--- src/rtl/cse_pkg.sv ---
// ----------------------------------------------------------------------------
// cse_pkg: shared types and constants of the cache slot evictor
// Widths, command and policy codes, and the command bundle that the controller
// sends to the datapath.
// ----------------------------------------------------------------------------
package cse_pkg;
  localparam int CAPACITY = 32;
  localparam int TAG_BITS = 16;
  localparam int IDX_W = $clog2(CAPACITY);
  localparam int CNT_W = 6;

  localparam logic [1:0] CMD_ADD   = 2'd0;
  localparam logic [1:0] CMD_EVICT = 2'd1;
  localparam logic [1:0] CMD_CLEAR = 2'd2;
  localparam logic [1:0] CMD_NOP   = 2'd3;

  localparam logic [1:0] POL_LRU  = 2'd0;
  localparam logic [1:0] POL_LFU  = 2'd1;
  localparam logic [1:0] POL_FIFO = 2'd2;
  localparam logic [1:0] POL_RAND = 2'd3;

  localparam logic [1:0] REG_POLICY = 2'd0;
  localparam logic [1:0] REG_BATCH  = 2'd1;
  localparam logic [1:0] REG_LIMIT  = 2'd2;
  localparam logic [1:0] REG_SEED   = 2'd3;

  localparam logic [15:0] LFSR_TAPS = 16'hB400;

  typedef struct packed {
    logic             load;       // latch the input request
    logic             scan_start; // begin a victim search
    logic             scan_step;  // compare one slot
    logic             lfsr_step;  // advance the random generator
    logic             rd_vic;     // read the chosen victim slot
    logic             rd_last;    // read the last slot
    logic             rd_idx;     // read the slot at the check index
    logic             move;       // copy the last slot into the victim hole
    logic             remove;     // drop one slot
    logic             append;     // write the new slot
    logic             chk_next;   // advance the expiry check index
  } cse_cmd_t;

  typedef struct packed {
    logic [CNT_W-1:0] used;
    logic [CNT_W-1:0] scan_j;
    logic             rand_done;
    logic             mod_busy;
    logic             expired;
  } cse_stat_t;
endpackage

--- src/rtl/cse_ctrl.sv ---
// ----------------------------------------------------------------------------
// cse_ctrl: command sequencer of the cache slot evictor
// Steps through adds, victim searches, removals and the expiry sweep, and hands
// results to the output register.
// ----------------------------------------------------------------------------
module cse_ctrl (
  input  logic                      clk,
  input  logic                      rst_n,
  input  logic                      in_valid,
  output logic                      in_ready,
  input  logic [1:0]                in_cmd,
  input  logic [cse_pkg::CNT_W-1:0] in_evict_count,
  input  logic [1:0]                policy,
  input  logic [cse_pkg::CNT_W-1:0] batch,
  input  logic [cse_pkg::CNT_W-1:0] limit,
  input  cse_pkg::cse_stat_t        stat,
  output cse_pkg::cse_cmd_t         cmd,
  input  logic [15:0]               victim_tag,
  output logic                      out_valid,
  input  logic                      out_ready,
  output logic                      out_kind,
  output logic [15:0]               out_victim_tag,
  output logic                      out_status,
  output logic [cse_pkg::CNT_W-1:0] out_occupancy,
  output logic                      out_last
);
  import cse_pkg::*;

  localparam logic [3:0] S_IDLE  = 4'd0;
  localparam logic [3:0] S_DISP  = 4'd1;
  localparam logic [3:0] S_PICK  = 4'd2;
  localparam logic [3:0] S_SCAN  = 4'd3;
  localparam logic [3:0] S_RAND  = 4'd4;
  localparam logic [3:0] S_RDV   = 4'd5;
  localparam logic [3:0] S_RDV2  = 4'd6;
  localparam logic [3:0] S_REM   = 4'd7;
  localparam logic [3:0] S_EMIT  = 4'd8;
  localparam logic [3:0] S_ADD   = 4'd9;
  localparam logic [3:0] S_CHK   = 4'd10;
  localparam logic [3:0] S_CHK2  = 4'd11;
  localparam logic [3:0] S_DONE  = 4'd12;

  logic [3:0]       state_r, state_nxt;
  logic [1:0]       op_r;
  logic [CNT_W-1:0] left_r, left_nxt;
  logic             status_r, status_nxt;
  logic             ov_r;
  logic             okind_r, ostat_r, olast_r;
  logic [15:0]      otag_r;
  logic [CNT_W-1:0] oocc_r;
  logic [CNT_W-1:0] eff_lim;
  logic [CNT_W-1:0] chk_r;

  always_comb begin
    eff_lim = limit;
    if (limit == '0) eff_lim = CNT_W'(1);
    if (limit > CNT_W'(CAPACITY)) eff_lim = CNT_W'(CAPACITY);
  end

  assign in_ready = (state_r == S_IDLE);
  logic out_free;
  assign out_free = !ov_r || out_ready;

  logic full;
  assign full = stat.used >= eff_lim;

  always_comb begin
    state_nxt  = state_r;
    left_nxt   = left_r;
    status_nxt = status_r;
    cmd        = '0;
    case (state_r)
      S_IDLE: if (in_valid) begin
        cmd.load   = 1'b1;
        status_nxt = 1'b0;
        left_nxt   = in_evict_count;
        state_nxt  = S_DISP;
      end
      S_DISP: begin
        case (op_r)
          CMD_ADD: begin
            left_nxt  = full ? batch : '0;
            state_nxt = S_PICK;
          end
          CMD_EVICT: state_nxt = S_PICK;
          CMD_CLEAR: state_nxt = S_CHK;
          default:   state_nxt = S_DONE;
        endcase
      end
      S_PICK: begin
        if (left_r != '0 && stat.used != '0) begin
          cmd.scan_start = 1'b1;
          cmd.lfsr_step  = (policy == POL_RAND);
          state_nxt      = (policy == POL_RAND) ? S_RAND : S_SCAN;
        end else if (op_r == CMD_ADD) begin
          state_nxt = S_ADD;
        end else begin
          state_nxt = S_DONE;
        end
      end
      S_SCAN: begin
        cmd.scan_step = 1'b1;
        // The last used slot is compared in the cycle that the index reaches used.
        if (stat.scan_j >= stat.used) state_nxt = S_RDV;
      end
      S_RAND: if (stat.rand_done) state_nxt = S_RDV;
      // The victim slot is read from memory here, after the search settles.
      S_RDV: begin
        cmd.rd_vic = 1'b1;
        state_nxt  = S_RDV2;
      end
      S_RDV2: begin
        cmd.rd_last = 1'b1;
        state_nxt   = S_REM;
      end
      S_REM: begin
        cmd.move = 1'b1;
        state_nxt = S_EMIT;
      end
      S_EMIT: if (out_free) begin
        cmd.remove = 1'b1;
        if (op_r == CMD_CLEAR) begin
          state_nxt = S_CHK;
        end else begin
          left_nxt  = left_r - 1'b1;
          state_nxt = S_PICK;
        end
      end
      S_ADD: begin
        if (full) status_nxt = 1'b1;
        else cmd.append = 1'b1;
        state_nxt = S_DONE;
      end
      S_CHK: begin
        if (chk_r >= stat.used) state_nxt = S_DONE;
        else begin
          cmd.rd_idx = 1'b1;
          state_nxt  = S_CHK2;
        end
      end
      S_CHK2: begin
        if (stat.expired) begin
          cmd.rd_last = 1'b1;
          state_nxt   = S_REM;
        end else begin
          cmd.chk_next = 1'b1;
          state_nxt    = S_CHK;
        end
      end
      S_DONE: if (out_free) state_nxt = S_IDLE;
      default: state_nxt = S_IDLE;
    endcase
  end

  always_ff @(posedge clk) begin
    if (!rst_n) begin
      state_r  <= S_IDLE;
      ov_r     <= 1'b0;
      left_r   <= '0;
      status_r <= 1'b0;
      chk_r    <= '0;
    end else begin
      state_r  <= state_nxt;
      left_r   <= left_nxt;
      status_r <= status_nxt;
      if (cmd.load) begin
        op_r  <= in_cmd;
        chk_r <= '0;
      end
      if (cmd.chk_next) chk_r <= chk_r + 1'b1;
      if (state_r == S_EMIT && out_free) begin
        ov_r    <= 1'b1;
        okind_r <= 1'b0;
        ostat_r <= 1'b0;
        olast_r <= 1'b0;
        otag_r  <= victim_tag;
        oocc_r  <= stat.used - 1'b1;
      end else if (state_r == S_DONE && out_free) begin
        ov_r    <= 1'b1;
        okind_r <= 1'b1;
        ostat_r <= status_r;
        olast_r <= 1'b1;
        otag_r  <= '0;
        oocc_r  <= stat.used;
      end else if (out_ready) begin
        ov_r <= 1'b0;
      end
    end
  end

  assign out_valid      = ov_r;
  assign out_kind       = okind_r;
  assign out_victim_tag = otag_r;
  assign out_status     = ostat_r;
  assign out_occupancy  = oocc_r;
  assign out_last       = olast_r;
endmodule

--- config.mk ---
export PLATFORM = sky130hd
export DESIGN_NAME = cse_ctrl
export DESIGN_NICKNAME = d
export VERILOG_FILES = /design/src/rtl/cse_pkg.sv /design/src/rtl/cse_ctrl.sv
export SDC_FILE = /design/constraint.sdc
export NUM_CORES = 1
export LEC_CHECK = 0
export ABC_AREA = 0
export BUFFER_PORTS_ARGS = -buffer_cell sky130_fd_sc_hd__buf_2
export CORE_ASPECT_RATIO = 1.25
export CORE_UTILIZATION = 44
export CTS_CLUSTER_DIAMETER = 120
export DETAILED_ROUTE_END_ITERATION = 8
export PLACE_DENSITY = 0.71
export SKIP_LAST_GASP = 1
export SLEW_MARGIN = 5
export SYNTH_ARGS = -nofsm -noshare
export SYNTH_HDL_FRONTEND = slang
export SYNTH_SLANG_ARGS = --single-unit
--- constraint.sdc ---
create_clock -name clk -period 2.6 [get_ports clk]
set_clock_uncertainty 0.1 [all_clocks]
set_input_delay 0.39 -clock clk [delete_from_list [all_inputs] [get_ports clk]]
set_output_delay 0.39 -clock clk [all_outputs]
set_load 0.01 [all_outputs]
# [Yosys cells after proc, flatten, opt, wreduce, memory -nomap -nowiden]
# Index checks and enable logic that the tools add are counted.
[totals] regBits=44 input_bits=57 out_inout_bits=38
[op_classes] addsub=3 n_lt_le_gt_ge=4 eq_ne=23 muxes=54 n_reduce_logical=21
[op_table] operator="6-bit two-way mux" count=11
[op_table] operator="4-bit case mux with 13 select lines" count=1
[op_table] operator="16-bit two-way mux" count=2
[op_table] operator="4-bit two-way mux" count=8
[op_table] operator="1-bit two-way mux" count=25
[op_table] operator="4-bit equality test (second input constant)" count=5
[op_table] operator="6-bit >= comparator" count=3
[op_table] operator="6-bit case mux with 3 select lines" count=1
[op_table] operator="4-bit by 3-bit equality test with 1-bit output (second input constant)" count=4
[op_table] operator="2-bit != test (second input constant)" count=8
[op_table] operator="6-bit nonzero test" count=2
[op_table] operator="6-bit by 1-bit subtractor with 6-bit output (second input constant)" count=2
[op_table] operator="5-bit AND reduction" count=2
[op_table] operator="3-bit two-way mux" count=3
[op_table] operator="4-bit by 2-bit equality test with 1-bit output (second input constant)" count=2
[op_table] operator="4-bit case mux with 2 select lines" count=1
[op_table] operator="6-bit by 1-bit adder with 6-bit output (second input constant)" count=1
[op_table] operator="6-bit > comparator (second input constant)" count=1
[op_table] operator="6-bit logical NOT" count=1
[op_table] operator="2-bit nonzero test" count=3
[op_table] operator="3-bit nonzero test" count=2
[op_table] operator="2-bit equality test (second input constant)" count=2
[op_table] operator="4-bit by 1-bit equality test with 1-bit output (second input constant)" count=1
[op_table] operator="4-bit logical NOT" count=1
[op_table] operator="9 further kinds" count=13

# [Logic depth before layout (Yosys ltp)]
[depth] depth_word=7 ltp_mapped=9 ltp_nobuf=9

# [Least setup slack after synthesis]
# Ideal clock, no wire load.
[synth_path] path_kind="input to output" startpoint="input limit[1] (netlist name)" endpoint="output cmd[1] (netlist name)" arrival_time_ns=1.747 required_ns=2.110 slack_ns=0.363 stages=8 path_cell_list="nor4_1 -> nor2_1 -> nor2_1 -> ha_1 -> nand2b_1 -> a31oi_1 -> o21ai_1 -> nor3_1"
[synth_lines] element="from (decl)" line_no="cse_ctrl.sv:15" text="input logic [cse_pkg::CNT_W-1:0] limit,"
[synth_lines] element="to (decl)" line_no="cse_ctrl.sv:17" text="output cse_pkg::cse_cmd_t cmd,"

==> impl_metrics.csv <==
group,metric,value,unit
clock_tree,clkSlewWorstSetupHoldPaths,80,ps
setup_path,r2r_end,"out_occupancy[5]$_DFFE_PP_",
timing,rsz0062_at_grt,"false",
global_route,antenna_found_initial,0,
logic_synthesis,synthCells,299,
drt,drt_iter0_drc,114,
timing,setup_viol,0,
drt,viasPerCell,5.19,
timing,holdWs,172,ps
setup_path,crit_path_start_kind,"flop",
drt,vias,2502,
logic_synthesis,synth.avg_cell_area,9.41,µm²
logic_synthesis,ys_ff_latch,44,
outcome,outcome,"finished clean",
power_and_ir_drop,max-vdd-ir-drop,600,µV
global_route,grt_pass1_wl,10900,µm
finish,area_delta_synth_final,24.1,%
drt,ant_nets,0,
timing,fmax,413,MHz
global_route,grt_pass1_vias,2418,
die,row_count,32,
finish,final_cell_mix,"buf_2 (93), nand2_1 (28), edfxtp_1 (26)",
finish,insertedDiodeCount,0,
logic_synthesis,synth-compound-area-share,16.1,%
drt,wl,6430,µm
drt,drt-met1-wl,2720,µm
power_and_ir_drop,p_total,2.70,mW
clock_tree,cts_resized,0,
die,pin_count,95,
logic_synthesis,synth.yosys.seq_area_share,40.6,%
die,die_w,73.5,µm
placed_design,place_area,3380,µm²
logic_synthesis,yosys.area_share.simple,23.1,%
power_and_ir_drop,p_per_area,773,nW/µm²
setup_path,setup.worst_path.end_class,"primary output",
clock_tree,root_buffer,"clkbuf_8",
worst_hold_path,min_delay_path_depth,1,
clock_tree,clock-sinks,44,
clock_tree,cts_tree,"built",
setup_path,r2r_slack,520,ps
setup_path,crit_arrival,1930,ps
clock_tree,cts_made_buffers,5,
timing,slew_headroom,50.9,%
placed_design,hpwl,4950,µm
drt,first_pass_iters,5,
logic_synthesis,synth_edf_count,26,
logic_synthesis,muxShareOfSynthArea,1.24,%
placed_design,port-buffer-count,93,
drt,wl_met3,362,µm
logic_synthesis,synthFlopType,"edfxtp_1",
logic_synthesis,synthesis.nets,378,
die,coreArea,6170,µm²
clock_tree,cts_buffer_depth,2,
timing,finalCritPeriodShare,93.2,%
setup_path,timing.rr.start,"state_r[3]$_SDFFE_PN0P_",
placed_design,place_ws,201,ps
finish,design_area,3490,µm²
finish,drive_gt1_share,30.2,%
timing,layout_setup_ws,176,ps
timing,hold_violations,0,
logic_synthesis,async_reset_ff_share,0,%
timing,worst_pin_slew,729,ps
setup_path,r2r_cells,7,
logic_synthesis,synth_xor_area_share,4.05,%
clock_tree,htreeDepth,2,
worst_hold_path,worstHoldStart,"in_cmd[1]",
clock_tree,cts_hold_buffers,0,
worst_hold_path,hp-class,"input pin to flop",
setup_path,path_class,"flop to primary output",
drt,wl_met2,3270,µm
global_route,grt_overflow,0,
die,dieArea,6720,µm²
setup_path,cp.required,2110,ps
logic_synthesis,synthAdderAreaFrac,9.78,%
logic_synthesis,ys_types,51,
global_route,grt_max_degree,25,
setup_path,path_max_fanout,4,
drt,top_layer,"met4",
finish,fin_nets,475,
logic_synthesis,synth_top_family_by_area,"simple AND/OR/NAND/NOR gates",
worst_hold_path,hold_end,"op_r[1]$_DFFE_PP_",
die,initial_core_util,45.6,%
drt,drc,0,
clock_tree,cts_setup_buffers,0,
drt,wire_per_inst,13.3,µm
timing,slew_violations,0,
clock_tree,clk_latency,290,ps
power_and_ir_drop,leakagePower,1.55,nW
die,dieHeight,91.4,µm
run,max_cap_violations,0,
logic_synthesis,ys.warnings.count,0,
placed_design,routabilityCongestion,0.944,
finish,final_common_cell,"buf_2",
timing,period_needed,2420,ps
global_route,gr-usage-all-layers,20.5,%
logic_synthesis,synth_area,2810,µm²
timing,final.setup.tns,0,ps
[worst max-delay path: stages, from the launching register on]
cell and delay (ps):
dfxtp_1 400, inv_1 60, ha_1 260, nand2b_1 140
a21o_1 190, a211oi_2 230, nand3_1 180, inv_1 80
buf_2 120
[per-layer routing]
| layer | track usage, % | up-vias |
|---|---|---|
| met3 | 3.00 | 6 |
| li1 | - | 1275 |
| met2 | 35.2 | 92 |
| met5 | 0 | - |
| met1 | 26.0 | 1129 |
| met4 | 5.93 | 0 |
[area by class of cell]
class | count | area (µm²)
timing repair buffer | 103 | 541
sequential | 44 | 1140
clock buffer | 5 | 68.8
tap | 85 | 106
fill | 592 | 2680
clock inverter | 3 | 37.5
inverter | 17 | 65.1
multi-input combinational | 225 | 1530
[power by group]
group / leakage (nW) / internal [mW] / switching (mW)
Sequential: 0.388 / 0.864 / 0.0927
Clock: 0.0532 / 0.280 / 0.218
Combinational: 1.11 / 0.516 / 0.728
Total: 1.55 / 1.66 / 1.04
[per-stage QoR]
step                      std cells  util [%]
after floorplan                 299         -
after global placement          474      54.8
after detailed placement        474      54.8
after CTS                       482      56.5
after global routing            482      56.6
final                           482      56.6
[flip-flops by register name (all words and copies together), names as in the netlist]
signal          cells
chk_r               6
left_r              6
op_r                2
out_last            1
out_occupancy       6
out_status          1
out_valid           1
out_victim_tag     16
state_r             4
status_r            1
[synth_stat cells (2+ instances only)]
library cell  count  area share (%)
nor2b_1           9             2.0
dfxtp_1          18              13
and2_1           17             3.8
mux2i_1           2            0.71
o211ai_1          2            0.53
a22oi_1           8             2.1
nor4_1            4            0.89
a31oi_1           6             1.3
a32oi_1           2            0.62
buf_2             8             1.4
a41oi_1           4             1.2
buf_6             2            0.80
o21ai_1           2            0.36
nor3b_1           2            0.53
o21ai_0          15             2.7
o31ai_1           4             1.1
inv_1            16             2.1
nor2_1           19             2.5
nand2b_1          7             1.6
a21o_1            3            0.80
nor3_1            6             1.1
ha_1             22             9.8
nand3_1          14             2.5
xnor2_1           7             2.2
a21oi_1          11             2.0
a211oi_1          2            0.53
nand4_1           3            0.67
edfxtp_1         26              28
nor3_2            3             1.1
xor2_1            6             1.9
buf_4             2            0.53
nand2_1          28             3.7
[logic make-up after synthesis]
group,count (synthesis)
and+or+nand+nor,119
AOI/OAI and AO/OA,68
DFF,44
buffers and inverters,30
adders and majority gates,22
xor gates and xnor gates,13
muxes,3
[how the worst max path moves through the flow]
stage                        end                   from
after global routing      cmd[4]  chk_r[0]$_SDFFE_PN0P_
after global placement    cmd[1]               limit[1]
after detailed placement  cmd[1]               limit[1]
final                     cmd[4]  chk_r[0]$_SDFFE_PN0P_
after CTS                 cmd[4]  chk_r[0]$_SDFFE_PN0P_
after floorplan           cmd[1]               limit[1]
No activity file was read; power rests on OpenSTA's default activity.
